### src/hw/rtl/sha256_pkg.sv
// SHA-256 hasher shared types, constants and round functions
package sha256_pkg;

    typedef logic [31:0] t_word;

    localparam logic [7:0] PAD_MARK = 8'h80;
    localparam logic [5:0] LEN_POS  = 6'd56;

    // queued work item between front and back
    typedef struct packed {
        logic [31:0] data;
        logic [2:0]  count;
        logic        last;
    } t_item;

    function automatic t_word round_k(input logic [5:0] idx);
        t_word k;
        case (idx)
            6'd0: k = 32'h428a2f98; 6'd1: k = 32'h71374491;
            6'd2: k = 32'hb5c0fbcf; 6'd3: k = 32'he9b5dba5;
            6'd4: k = 32'h3956c25b; 6'd5: k = 32'h59f111f1;
            6'd6: k = 32'h923f82a4; 6'd7: k = 32'hab1c5ed5;
            6'd8: k = 32'hd807aa98; 6'd9: k = 32'h12835b01;
            6'd10: k = 32'h243185be; 6'd11: k = 32'h550c7dc3;
            6'd12: k = 32'h72be5d74; 6'd13: k = 32'h80deb1fe;
            6'd14: k = 32'h9bdc06a7; 6'd15: k = 32'hc19bf174;
            6'd16: k = 32'he49b69c1; 6'd17: k = 32'hefbe4786;
            6'd18: k = 32'h0fc19dc6; 6'd19: k = 32'h240ca1cc;
            6'd20: k = 32'h2de92c6f; 6'd21: k = 32'h4a7484aa;
            6'd22: k = 32'h5cb0a9dc; 6'd23: k = 32'h76f988da;
            6'd24: k = 32'h983e5152; 6'd25: k = 32'ha831c66d;
            6'd26: k = 32'hb00327c8; 6'd27: k = 32'hbf597fc7;
            6'd28: k = 32'hc6e00bf3; 6'd29: k = 32'hd5a79147;
            6'd30: k = 32'h06ca6351; 6'd31: k = 32'h14292967;
            6'd32: k = 32'h27b70a85; 6'd33: k = 32'h2e1b2138;
            6'd34: k = 32'h4d2c6dfc; 6'd35: k = 32'h53380d13;
            6'd36: k = 32'h650a7354; 6'd37: k = 32'h766a0abb;
            6'd38: k = 32'h81c2c92e; 6'd39: k = 32'h92722c85;
            6'd40: k = 32'ha2bfe8a1; 6'd41: k = 32'ha81a664b;
            6'd42: k = 32'hc24b8b70; 6'd43: k = 32'hc76c51a3;
            6'd44: k = 32'hd192e819; 6'd45: k = 32'hd6990624;
            6'd46: k = 32'hf40e3585; 6'd47: k = 32'h106aa070;
            6'd48: k = 32'h19a4c116; 6'd49: k = 32'h1e376c08;
            6'd50: k = 32'h2748774c; 6'd51: k = 32'h34b0bcb5;
            6'd52: k = 32'h391c0cb3; 6'd53: k = 32'h4ed8aa4a;
            6'd54: k = 32'h5b9cca4f; 6'd55: k = 32'h682e6ff3;
            6'd56: k = 32'h748f82ee; 6'd57: k = 32'h78a5636f;
            6'd58: k = 32'h84c87814; 6'd59: k = 32'h8cc70208;
            6'd60: k = 32'h90befffa; 6'd61: k = 32'ha4506ceb;
            6'd62: k = 32'hbef9a3f7; 6'd63: k = 32'hc67178f2;
            default: k = 32'h0;
        endcase
        return k;
    endfunction

    function automatic t_word init_hash(input logic [2:0] idx);
        t_word h;
        case (idx)
            3'd0: h = 32'h6a09e667; 3'd1: h = 32'hbb67ae85;
            3'd2: h = 32'h3c6ef372; 3'd3: h = 32'ha54ff53a;
            3'd4: h = 32'h510e527f; 3'd5: h = 32'h9b05688c;
            3'd6: h = 32'h1f83d9ab; 3'd7: h = 32'h5be0cd19;
            default: h = 32'h0;
        endcase
        return h;
    endfunction

    function automatic t_word ror(input t_word x, input int n);
        return (x >> n) | (x << (32 - n));
    endfunction

endpackage

### src/hw/rtl/sha256_front.sv
// Input front end: takes beats and holds them in a short queue for the core
module sha256_front #(
    parameter int DEPTH = 4
) (
    input  logic                  i_clk,
    input  logic                  i_rst_n,
    input  logic                  i_push,
    output logic                  o_full,
    input  sha256_pkg::t_item     i_item,
    output logic                  o_valid,
    input  logic                  i_take,
    output sha256_pkg::t_item     o_item
);
    localparam int AW = (DEPTH > 1) ? $clog2(DEPTH) : 1;

    sha256_pkg::t_item r_q [DEPTH];
    logic [AW-1:0] r_wp, r_rp;
    logic [AW:0]   r_cnt;
    logic wr, rd;

    assign o_full  = (r_cnt == (AW+1)'(DEPTH));
    assign o_valid = (r_cnt != '0);
    assign o_item  = r_q[r_rp];
    assign wr = i_push && !o_full;
    assign rd = i_take && o_valid;

    always_ff @(posedge i_clk) begin
        if (!i_rst_n) begin
            r_wp  <= '0;
            r_rp  <= '0;
            r_cnt <= '0;
        end else begin
            if (wr) begin
                // clamp counts above four here so the core sees 0..4 only
                r_q[r_wp] <= '{data: i_item.data,
                               count: (i_item.count > 3'd4) ? 3'd4 : i_item.count,
                               last: i_item.last};
                r_wp <= (r_wp == AW'(DEPTH-1)) ? '0 : r_wp + 1'b1;
            end
            if (rd) r_rp <= (r_rp == AW'(DEPTH-1)) ? '0 : r_rp + 1'b1;
            r_cnt <= r_cnt + (AW+1)'(wr) - (AW+1)'(rd);
        end
    end

    a_cnt_bound: assert property (@(posedge i_clk) disable iff (!i_rst_n)
        r_cnt <= (AW+1)'(DEPTH)) else $error("queue count overflow");
    a_no_wr_full: assert property (@(posedge i_clk) disable iff (!i_rst_n)
        o_full |=> r_cnt != '0) else $error("full queue drained without read");
    a_cnt_step: assert property (@(posedge i_clk) disable iff (!i_rst_n)
        (wr && !rd) |=> r_cnt == $past(r_cnt) + 1'b1) else $error("count step");
endmodule

### src/hw/rtl/sha256_back.sv
// Core: byte packing, padding, 64-round compression and digest output
module sha256_back (
    input  logic               i_clk,
    input  logic               i_rst_n,
    input  logic               i_valid,
    output logic               o_take,
    input  sha256_pkg::t_item  i_item,
    output logic               o_empty,
    input  logic               i_pop,
    output logic [31:0]        o_digest_word,
    output logic [2:0]         o_word_index,
    output logic               o_last_word
);
    localparam logic [2:0] S_IDLE = 3'd0;
    localparam logic [2:0] S_BYTE = 3'd1;
    localparam logic [2:0] S_PAD  = 3'd2;
    localparam logic [2:0] S_COMP = 3'd3;
    localparam logic [2:0] S_FOLD = 3'd4;
    localparam logic [2:0] S_OUT  = 3'd5;

    logic [2:0]  r_st, n_st;
    logic [31:0] r_h [8];
    logic [31:0] r_w [16];
    logic [31:0] r_v [8];
    logic [5:0]  r_pos;
    logic [63:0] r_len;
    logic [63:0] r_flen;
    logic [5:0]  r_rnd;
    logic [31:0] r_data;
    logic [2:0]  r_cnt;
    logic        r_last;
    logic        r_fin;   // padding under way
    logic [3:0]  r_plen;  // length bytes emitted
    logic        r_mark;  // 0x80 already placed
    logic [2:0]  r_oi;

    logic [7:0]  pb;
    logic        pb_go;
    logic [31:0] wt, t1, t2, x15, x2;
    logic [3:0]  widx;
    logic [4:0]  sh;

    assign o_take = (r_st == S_IDLE) && i_valid;
    assign o_empty = (r_st != S_OUT);
    assign o_digest_word = r_h[r_oi];
    assign o_word_index  = r_oi;
    assign o_last_word   = (r_oi == 3'd7);

    // byte to place this cycle
    always_comb begin
        pb = 8'h00;
        pb_go = 1'b0;
        if (r_st == S_BYTE) begin
            pb = r_data[31:24];
            pb_go = 1'b1;
        end else if (r_st == S_PAD) begin
            pb_go = 1'b1;
            if (!r_mark) pb = sha256_pkg::PAD_MARK;
            else if (r_pos == sha256_pkg::LEN_POS || r_plen != 4'd0)
                pb = r_flen[63:56];
            else pb = 8'h00;
        end
    end

    assign widx = r_pos[5:2];
    assign sh   = {~r_pos[1:0], 3'b000};

    // round logic
    always_comb begin
        x15 = r_w[4'(r_rnd - 6'd15)];
        x2  = r_w[4'(r_rnd - 6'd2)];
        if (r_rnd < 6'd16) wt = r_w[r_rnd[3:0]];
        else wt = r_w[r_rnd[3:0]]
                + (sha256_pkg::ror(x15, 7) ^ sha256_pkg::ror(x15, 18) ^ (x15 >> 3))
                + r_w[4'(r_rnd - 6'd7)]
                + (sha256_pkg::ror(x2, 17) ^ sha256_pkg::ror(x2, 19) ^ (x2 >> 10));
        t1 = r_v[7] + (sha256_pkg::ror(r_v[4], 6) ^ sha256_pkg::ror(r_v[4], 11)
             ^ sha256_pkg::ror(r_v[4], 25))
             + ((r_v[4] & r_v[5]) ^ (~r_v[4] & r_v[6]))
             + sha256_pkg::round_k(r_rnd) + wt;
        t2 = (sha256_pkg::ror(r_v[0], 2) ^ sha256_pkg::ror(r_v[0], 13)
             ^ sha256_pkg::ror(r_v[0], 22))
             + ((r_v[0] & r_v[1]) ^ (r_v[0] & r_v[2]) ^ (r_v[1] & r_v[2]));
    end

    always_comb begin
        n_st = r_st;
        case (r_st)
            S_IDLE: if (i_valid)
                n_st = (i_item.count != 3'd0) ? S_BYTE : (i_item.last ? S_PAD : S_IDLE);
            S_BYTE: begin
                if (r_pos == 6'd63) n_st = S_COMP;
                else if (r_cnt == 3'd1) n_st = r_last ? S_PAD : S_IDLE;
            end
            S_PAD: if (r_pos == 6'd63) n_st = S_COMP;
            S_COMP: if (r_rnd == 6'd63) n_st = S_FOLD;
            S_FOLD: begin
                if (r_fin && r_plen == 4'd8) n_st = S_OUT;
                else if (r_fin) n_st = S_PAD;
                else if (r_cnt != 3'd0) n_st = S_BYTE;
                else n_st = r_last ? S_PAD : S_IDLE;
            end
            S_OUT: if (i_pop && r_oi == 3'd7) n_st = S_IDLE;
            default: n_st = S_IDLE;
        endcase
    end

    always_ff @(posedge i_clk) begin
        if (!i_rst_n) begin
            r_st  <= S_IDLE;
            r_pos <= '0;
            r_len <= '0;
            r_rnd <= '0;
            r_cnt <= '0;
            r_fin <= 1'b0;
            r_plen <= '0;
            r_mark <= 1'b0;
            r_oi  <= '0;
            r_last <= 1'b0;
            for (int i = 0; i < 8; i++) r_h[i] <= sha256_pkg::init_hash(3'(i));
        end else begin
            r_st <= n_st;
            if (o_take) begin
                r_data <= i_item.data;
                r_cnt  <= i_item.count;
                r_last <= i_item.last;
                if (i_item.count == 3'd0 && i_item.last) begin
                    r_fin <= 1'b1;
                    r_flen <= r_len;
                end
            end
            if (pb_go) begin
                r_w[widx] <= (r_w[widx] & ~(32'hff << sh)) | ({24'h0, pb} << sh);
                r_pos <= r_pos + 6'd1;
                if (r_st == S_BYTE) begin
                    r_data <= {r_data[23:0], 8'h00};
                    r_cnt  <= r_cnt - 3'd1;
                    r_len  <= r_len + 64'd8;
                    // hold the final length once the last data byte is in
                    if (r_cnt == 3'd1 && r_last) begin
                        r_fin <= 1'b1;
                        r_flen <= r_len + 64'd8;
                    end
                end else begin
                    if (!r_mark) r_mark <= 1'b1;
                    else if (r_pos == sha256_pkg::LEN_POS || r_plen != 4'd0) begin
                        r_plen <= r_plen + 4'd1;
                        r_flen <= {r_flen[55:0], 8'h00};
                    end
                end
                if (r_pos == 6'd63)
                    for (int i = 0; i < 8; i++) r_v[i] <= r_h[i];
            end
            if (r_st == S_COMP) begin
                r_w[r_rnd[3:0]] <= wt;
                r_v[7] <= r_v[6]; r_v[6] <= r_v[5]; r_v[5] <= r_v[4];
                r_v[4] <= r_v[3] + t1;
                r_v[3] <= r_v[2]; r_v[2] <= r_v[1]; r_v[1] <= r_v[0];
                r_v[0] <= t1 + t2;
                r_rnd <= r_rnd + 6'd1;
            end
            if (r_st == S_FOLD)
                for (int i = 0; i < 8; i++) r_h[i] <= r_h[i] + r_v[i];
            if (r_st == S_OUT && i_pop) begin
                r_oi <= r_oi + 3'd1;
                if (r_oi == 3'd7) begin
                    for (int i = 0; i < 8; i++) r_h[i] <= sha256_pkg::init_hash(3'(i));
                    r_pos <= '0;
                    r_len <= '0;
                    r_fin <= 1'b0;
                    r_mark <= 1'b0;
                    r_plen <= '0;
                    r_last <= 1'b0;
                end
            end
        end
    end

    a_take_idle: assert property (@(posedge i_clk) disable iff (!i_rst_n)
        o_take |-> r_st == S_IDLE) else $error("took beat while busy");
    a_rnd_zero: assert property (@(posedge i_clk) disable iff (!i_rst_n)
        (r_st != S_COMP) |-> r_rnd == 6'd0) else $error("round index stray");
    a_out_fin: assert property (@(posedge i_clk) disable iff (!i_rst_n)
        (r_st == S_OUT) |-> r_fin && r_plen == 4'd8) else $error("digest before length");
    a_pos_out: assert property (@(posedge i_clk) disable iff (!i_rst_n)
        (r_st == S_OUT) |-> r_pos == 6'd0) else $error("block not closed");
endmodule

### src/hw/rtl/sha256_message_hasher_core.sv
// SHA-256 hasher: beats in, eight digest words out per message. Each input beat
// is taken only while the core is idle, then its valid bytes are packed one per
// cycle. Each full 64-byte block then runs 64 rounds and a fold on the single
// compression round unit. A 4-beat queue in front lets input continue while the
// core is compressing or the digest waits to be popped. The last beat adds
// padding (and possibly a second compression) before the eight digest words
// appear in order, index 0 first.
module sha256_message_hasher_core #(
    parameter int QDEPTH = 4
) (
    input  logic        i_clk,
    input  logic        i_rst_n,
    input  logic        push,
    output logic        full,
    input  logic [31:0] i_data_word,
    input  logic [2:0]  i_byte_count,
    input  logic        i_last,
    output logic        empty,
    input  logic        pop,
    output logic [31:0] o_digest_word,
    output logic [2:0]  o_word_index,
    output logic        o_last_word
);
    sha256_pkg::t_item in_item, q_item;
    logic q_valid, q_take;

    assign in_item = '{data: i_data_word, count: i_byte_count, last: i_last};

    sha256_front #(.DEPTH(QDEPTH)) u_front (
        .i_clk(i_clk), .i_rst_n(i_rst_n), .i_push(push), .o_full(full),
        .i_item(in_item), .o_valid(q_valid), .i_take(q_take), .o_item(q_item)
    );

    sha256_back u_back (
        .i_clk(i_clk), .i_rst_n(i_rst_n), .i_valid(q_valid), .o_take(q_take),
        .i_item(q_item), .o_empty(empty), .i_pop(pop),
        .o_digest_word(o_digest_word), .o_word_index(o_word_index),
        .o_last_word(o_last_word)
    );
endmodule
### config.mk
export PLATFORM = sky130hd
export DESIGN_NAME = sha256_message_hasher_core
export DESIGN_NICKNAME = d
export VERILOG_FILES = /design/src/hw/rtl/sha256_pkg.sv /design/src/hw/rtl/sha256_front.sv /design/src/hw/rtl/sha256_back.sv /design/src/hw/rtl/sha256_message_hasher_core.sv
export SDC_FILE = /design/constraint.sdc
export NUM_CORES = 2
export LEC_CHECK = 0
export BUFFER_PORTS_ARGS = -buffer_cell sky130_fd_sc_hd__buf_2
export CORE_ASPECT_RATIO = 1.1
export CORE_MARGIN = 5
export CORE_UTILIZATION = 25
export CTS_BUF_LIST = sky130_fd_sc_hd__clkbuf_4 sky130_fd_sc_hd__clkbuf_8
export DETAILED_ROUTE_END_ITERATION = 10
export GPL_TIMING_DRIVEN = 0
export SLEW_MARGIN = 20
export SYNTH_ARGS = -nofsm -noshare
export SYNTH_HDL_FRONTEND = slang
export SYNTH_SLANG_ARGS = --single-unit
### constraint.sdc
create_clock -name i_clk -period 13.5 [get_ports i_clk]
set_clock_uncertainty 0.15 [all_clocks]
set_input_delay 0.675 -clock i_clk [delete_from_list [all_inputs] [get_ports i_clk]]
set_output_delay 0.675 -clock i_clk [all_outputs]
set_load 0.01 [all_outputs]
# == Word level (Yosys, flattened, before mapping) ==
# Memory sizes are Yosys's and may differ from the RTL's. A register that Yosys moved wholly into a read port is not among the register bits.
# Index checks and enable logic that the tools add are counted.
# word_totals
ff_bits,195
ram_bits,1168
mem_bits_ro,2048
inputBits,40
output_inout_bits,38
elab_cells,300
memories,5
# mem_list
name,depth,width,rd,rd_ports_with_merged_regs,write_ports,line,text
(no name shown),64,32,1,1,0,sha256_pkg.sv:18,case (idx)
u_back.r_w,16,32,5,2,1,sha256_back.sv:23,logic [31:0] r_w [16];
u_back.r_h,8,32,9,1,8,sha256_back.sv:22,logic [31:0] r_h [8];
u_back.r_v,8,32,8,0,8,sha256_back.sv:24,logic [31:0] r_v [8];
u_front.r_q,4,36,1,1,1,sha256_front.sv:16,sha256_pkg::t_item r_q [DEPTH];
# classes
add_sub_neg,31
order_cmp,2
n_eq_ne,20
shift,2
mux,152
n_bitwise,55
reduce_logical,18
# op_table
cell,count
$mux 32,61
$mux 64,11
$add 32x32->32,18
$xor 32x32->32,9
$and 32x32->32,6
$add 64x4->64 const B,1
$not 32->32,2
$mux 3,16
$mux 4,10
$mux 1,38
$mux 8,4
$or 10x32->32,1
$or 13x32->32,1
$or 14x32->32,1
$or 15x32->32,1
$or 19x32->32,1
$or 21x32->32,1
$or 25x32->32,1
$or 26x32->32,1
$or 30x32->32,1
$or 32x32->32,1
$or 7x32->32,1
$reduce_or 32->1,1
$shl 8x5->32,1
other kinds (37),91

# == Longest topological paths before layout ==
# An unclocked memory read counts as a cell.
# logic_depth
ltp_word,12
mapped_depth,56
depth_no_buf,51

# == By module ==
# A second synthesis with hierarchy kept.
# unflattened
hier_cells,8508
hier_area_um2,97564.8
# modules_own_cells
module,n_inst,cells_each,area_per_inst_um2,seq_area_each_um2
sha256_back,1,8264,91813.1,34913.5
sha256_front,1,244,5751.8,4504.3

# == Least setup slack after synthesis ==
# Ideal clock, no wire load.
# synth_path
path_type,reg-to-reg
startpoint,reg u_back.r_rnd[1]
endpoint,mem u_back.r_v[0][31] (data pin)
setup_time_ns,0.265
arrival_time_ns,12.198
required_time_ns,13.085
setup_slack_ns,0.887
stages_incl_launch_ff,51
period_less_slack_ns,12.613
path_cell_list,dfxtp_1 -> clkbuf_1 -> buf_2 -> buf_1 -> buf_1 -> clkbuf_1 -> inv_1 -> ha_1 -> xor2_2 -> buf_1 -> mux4_2 -> xnor2_1 -> xnor2_1 -> fa_1 -> fa_1 -> ha_1 -> fa_1 -> a21o_1 -> (+15 left out) -> a21o_1 -> a21oi_1 -> or4b_1 -> a31oi_1 -> o21ai_0 -> a21o_1 -> a31oi_1 -> xnor2_1 -> fa_1 -> ha_1 -> a21oi_1 -> nand2_1 -> a21oi_1 -> nor2b_1 -> a311oi_1 -> xnor2_1 -> xnor2_1 -> o21ai_1
# synth_lines
element,line,text
start: declaration,sha256_back.sv:28,logic [5:0] r_rnd;
start signal: assignment,sha256_back.sv:160,r_rnd <= r_rnd + 6'd1;
end: declaration,sha256_back.sv:24,

==> impl_metrics.ini <==
[outcome]
status = finished, final reports clean

[power]
switching_share_pct = 43.03
peakVddDrop_v = 0.0001416
power_density_mw_per_mm2 = 188.4
seq_power_share_pct = 25.0
comb_power_share_pct = 54.7
cellLeakagePower_uw = 0.03985
p_switching_uw = 9114
p_total_uw = 21180
p_int_uw = 12070
p_clk_share_pct = 20.3

[clock_tree]
clock_latency_ns = 1.12
clk_pin_slew_ns = 0.07
cts_tree = yes
cts.path.max_buffers = 4
clock-root-buffer = clkbuf_8
h-tree-depth = 4
cts_buffers = 245
numClockSinks = 1401

[logic_synthesis]
synth_fp_nets = 9163
synth_area_per_cell_um2 = 11.40
yosys.area_share.simple_pct = 10.02
synthAdderAreaFrac_pct = 9.509
ys_ff_latch = 1401
synth_area_mm2 = 0.09710
synth_edf_count = 1136
synth-xor-area-share_pct = 6.296
syn-instance-count = 8517
yosysWarnings = 0
synth_mux_area_share_pct = 18.93
yosysUniqueCellTypes = 92
yosysSeqAreaShare_pct = 40.59
synth-compound-area-share_pct = 10.73
synth_top_flop_cell = edfxtp_1
async_flop_share_pct = 0
synth_top_family_by_area = multiplexers

[global_routing]
grt_max_degree = 58
grt_pass1_wl_um = 556700
antenna_found_initial = 19
track_usage_pct = 19.12
grt_pass1_vias = 75600
overflow = 0

[worst_setup_path]
crit_required_ns = 14.09
path_buf_inv = 10
criticalPathCategory = reg2reg
slowest_delay_ns = 0.61
rrSetupSlack_ns = 0.30
start_kind = flip-flop
cp_max_fo = 10
crit_path_top_delay_cell = clkbuf_2
cp.arrival_ns = 13.79
critPathCaptureType = flip-flop
cp.depth = 51
cp_top_family = compound AO/OA/AOI/OAI gates
cpMostUsedCell = fa_1
reg2regPathDepth = 51

[detailed_routing]
wirelength_um = 400000
drt_iter0_markers = 11010
wl_per_cell_um = 27.78
ant_nets = 0
viasPerCell = 5.455
vias = 78550
drc = 0
drtPass1Iterations = 6

[floorplanning]
core_mm2 = 0.3877
start_util_pct = 25.05
die_x_um = 604.2
die-area_mm2 = 0.4010
die_h_um = 663.6
io_pins = 78
rows = 240

[timing]
worst_slew_pin_slew_ns = 1.347
max_freq_mhz = 75.75
post-route-min-period_ns = 13.20
fin_crit_sh_pct = 97.79
drv_slew = 0
setup_viol = 0
maxSlewHeadroom_pct = 10.17
hold_violations = 0

[place]
numPortBuffers = 77
routabilityCongestion = 1.057
dp_hpwl_um = 301800
dpl-instance-area_mm2 = 0.1060

[min_path]
hold_path_class = in2reg
hold_depth = 2

[cells_and_area]
nFillCells = 39730
multi_input_area_mm2 = 0.05447
drive_above_1_share_pct = 18.05
regArea_mm2 = 0.03942
design_area_mm2 = 0.1124
area_delta_synth_final_pct = 15.78
finalNetCount = 9629

[run]
maxCapViolCount = 0
sequential cells by signal (all words and copies together) (netlist names), 4 cells and up, named ones only:
register       cells
u_back.r_rnd       6
u_back.r_w       512
u_back.r_h       256
u_back.r_v       256
u_back.r_flen     64
u_back.r_len      61
u_back.r_pos       6
u_back.r_data     32
u_front.r_q      144
u_back.r_plen      4
stage by stage:
step                      worst slack, ns  TNS [ns]  instances  util [%]  hold WS, ns
after floorplan                    0.8869         0       8517         -       0.2916
after global placement             -4.205   -828.67      13800     26.83       0.3148
after detailed placement           -3.370    -82.58      13880     27.34       0.3201
after CTS                         0.02121         0      14370     28.88       0.1056
after global routing             -0.05553  -0.07049      14390     28.99       0.1385
final                              0.2984         0      14400     29.00       0.2092
worst register-to-register path: cells and delay by family (launching register included):
kind | cells | cell delay [ns]
buffers and inverters | 10 | 2.64
AND/OR/NAND/NOR | 8 | 1.26
AO/OA/AOI/OAI | 19 | 3.62
multiplexers | 1 | 0.49
XOR/XNOR | 5 | 0.84
adder cells (fa/ha/maj) | 8 | 3.56
flip-flops | 1 | 0.36
power groups by stage:
| stage | sequential, uW | clock [uW] | combinational (uW) |
|---|---|---|---|
| 6_report | 5300 | 4290 | 11600 |
| 3_5_place_dp | 5380 | 0 | 10900 |
| 4_1_cts | 5290 | 4340 | 11100 |
| 5_1_grt | 5310 | 4530 | 12500 |
| 3_3_place_gp | 5400 | 0 | 10700 |
| 2_1_floorplan | 5330 | 0 | 7860 |
cells by family after synthesis:
kind of cell,Yosys count
buffers and inverters,1001
multiplexers,863
flip-flops,1401
adder cells (fa/ha/maj),624
XOR/XNOR,692
AO/OA/AOI/OAI,1680
AND/OR/NAND/NOR,2256
routing by layer:
| layer | share of wire [%] | vias up | wire [um] | track usage (%) |
|---|---|---|---|---|
| li1 | - | 32690 | - | - |
| met1 | 36 | 38770 | 143900 | 22.97 |
| met2 | 44 | 5604 | 175500 | 29.60 |
| met4 | 7.8 | 4 | 31010 | 11.81 |
| met5 | 0.0068 | - | 27 | 0.04795 |
| met3 | 12 | 1478 | 49550 | 6.259 |
Yosys cell counts, types with 56 or more instances:
| cell | count | area (um^2) |
|---|---|---|
| nand2_1 | 1239 | 4651 |
| xor2_1 | 265 | 2321 |
| a31oi_1 | 82 | 513.0 |
| a21o_1 | 186 | 1396 |
| nor3_1 | 98 | 490.5 |
| buf_1 | 76 | 285.3 |
| nand2b_1 | 66 | 412.9 |
| a21oi_1 | 498 | 2492 |
| o21bai_1 | 65 | 488.0 |
| xnor2_1 | 421 | 3687 |
| fa_1 | 196 | 3924 |
| nor2_1 | 424 | 1592 |
| edfxtp_1 | 1136 | 34110 |
| clkbuf_1 | 430 | 1614 |
| inv_1 | 465 | 1745 |
| ha_1 | 410 | 5130 |
| o21ai_0 | 412 | 2062 |
| nand3_1 | 154 | 770.7 |
| dfxtp_1 | 265 | 5305 |
| nor2b_1 | 56 | 350.3 |
| mux4_2 | 758 | 17070 |
repair_timing:
action                                  4_1_cts  5_1_grt
gates cloned                                  1        0
hold buffers                                 38        0
buffers inserted                             10       14
pin swaps                                     1        9
resized for setup                            89       95
endpoints found under the hold margin       184        0
endpoints found under the setup margin       46       15
final timing paths:
path | startpoint | to
setup / recovery | u_back.r_rnd[0] | u_back.r_v[0][31]
hold / removal | i_data_word[12] | u_front.r_q[2][16]
setup reg to reg | u_back.r_rnd[0] | u_back.r_v[0][31]
hold reg to reg | u_back.r_last | u_back.r_last
layout make-up:
class | count | area share [%]
tap | 5203 | 5.791
clock inverter | 99 | 0.7646
buffer | 527 | 2.179
multi-input combinational | 6115 | 48.45
inverter | 470 | 1.574
sequential | 1401 | 35.06
timing repair buffer | 223 | 2.339
clock buffer | 343 | 3.799
antenna | 19 | 0.04229
layout by cell type (no fill, tap or decap), drive strengths merged, types with 154 or more instances in the layout:
master  instances
edfxtp       1136
dfxtp         265
ha            410
a21o          186
nand3         154
a21oi         498
nand2        1240
buf           279
inv           474
o21ai         428
xor2          267
nor2          425
xnor2         424
mux4          771
fa            196
clkbuf        775
Power figures use the tool's default switching activity.
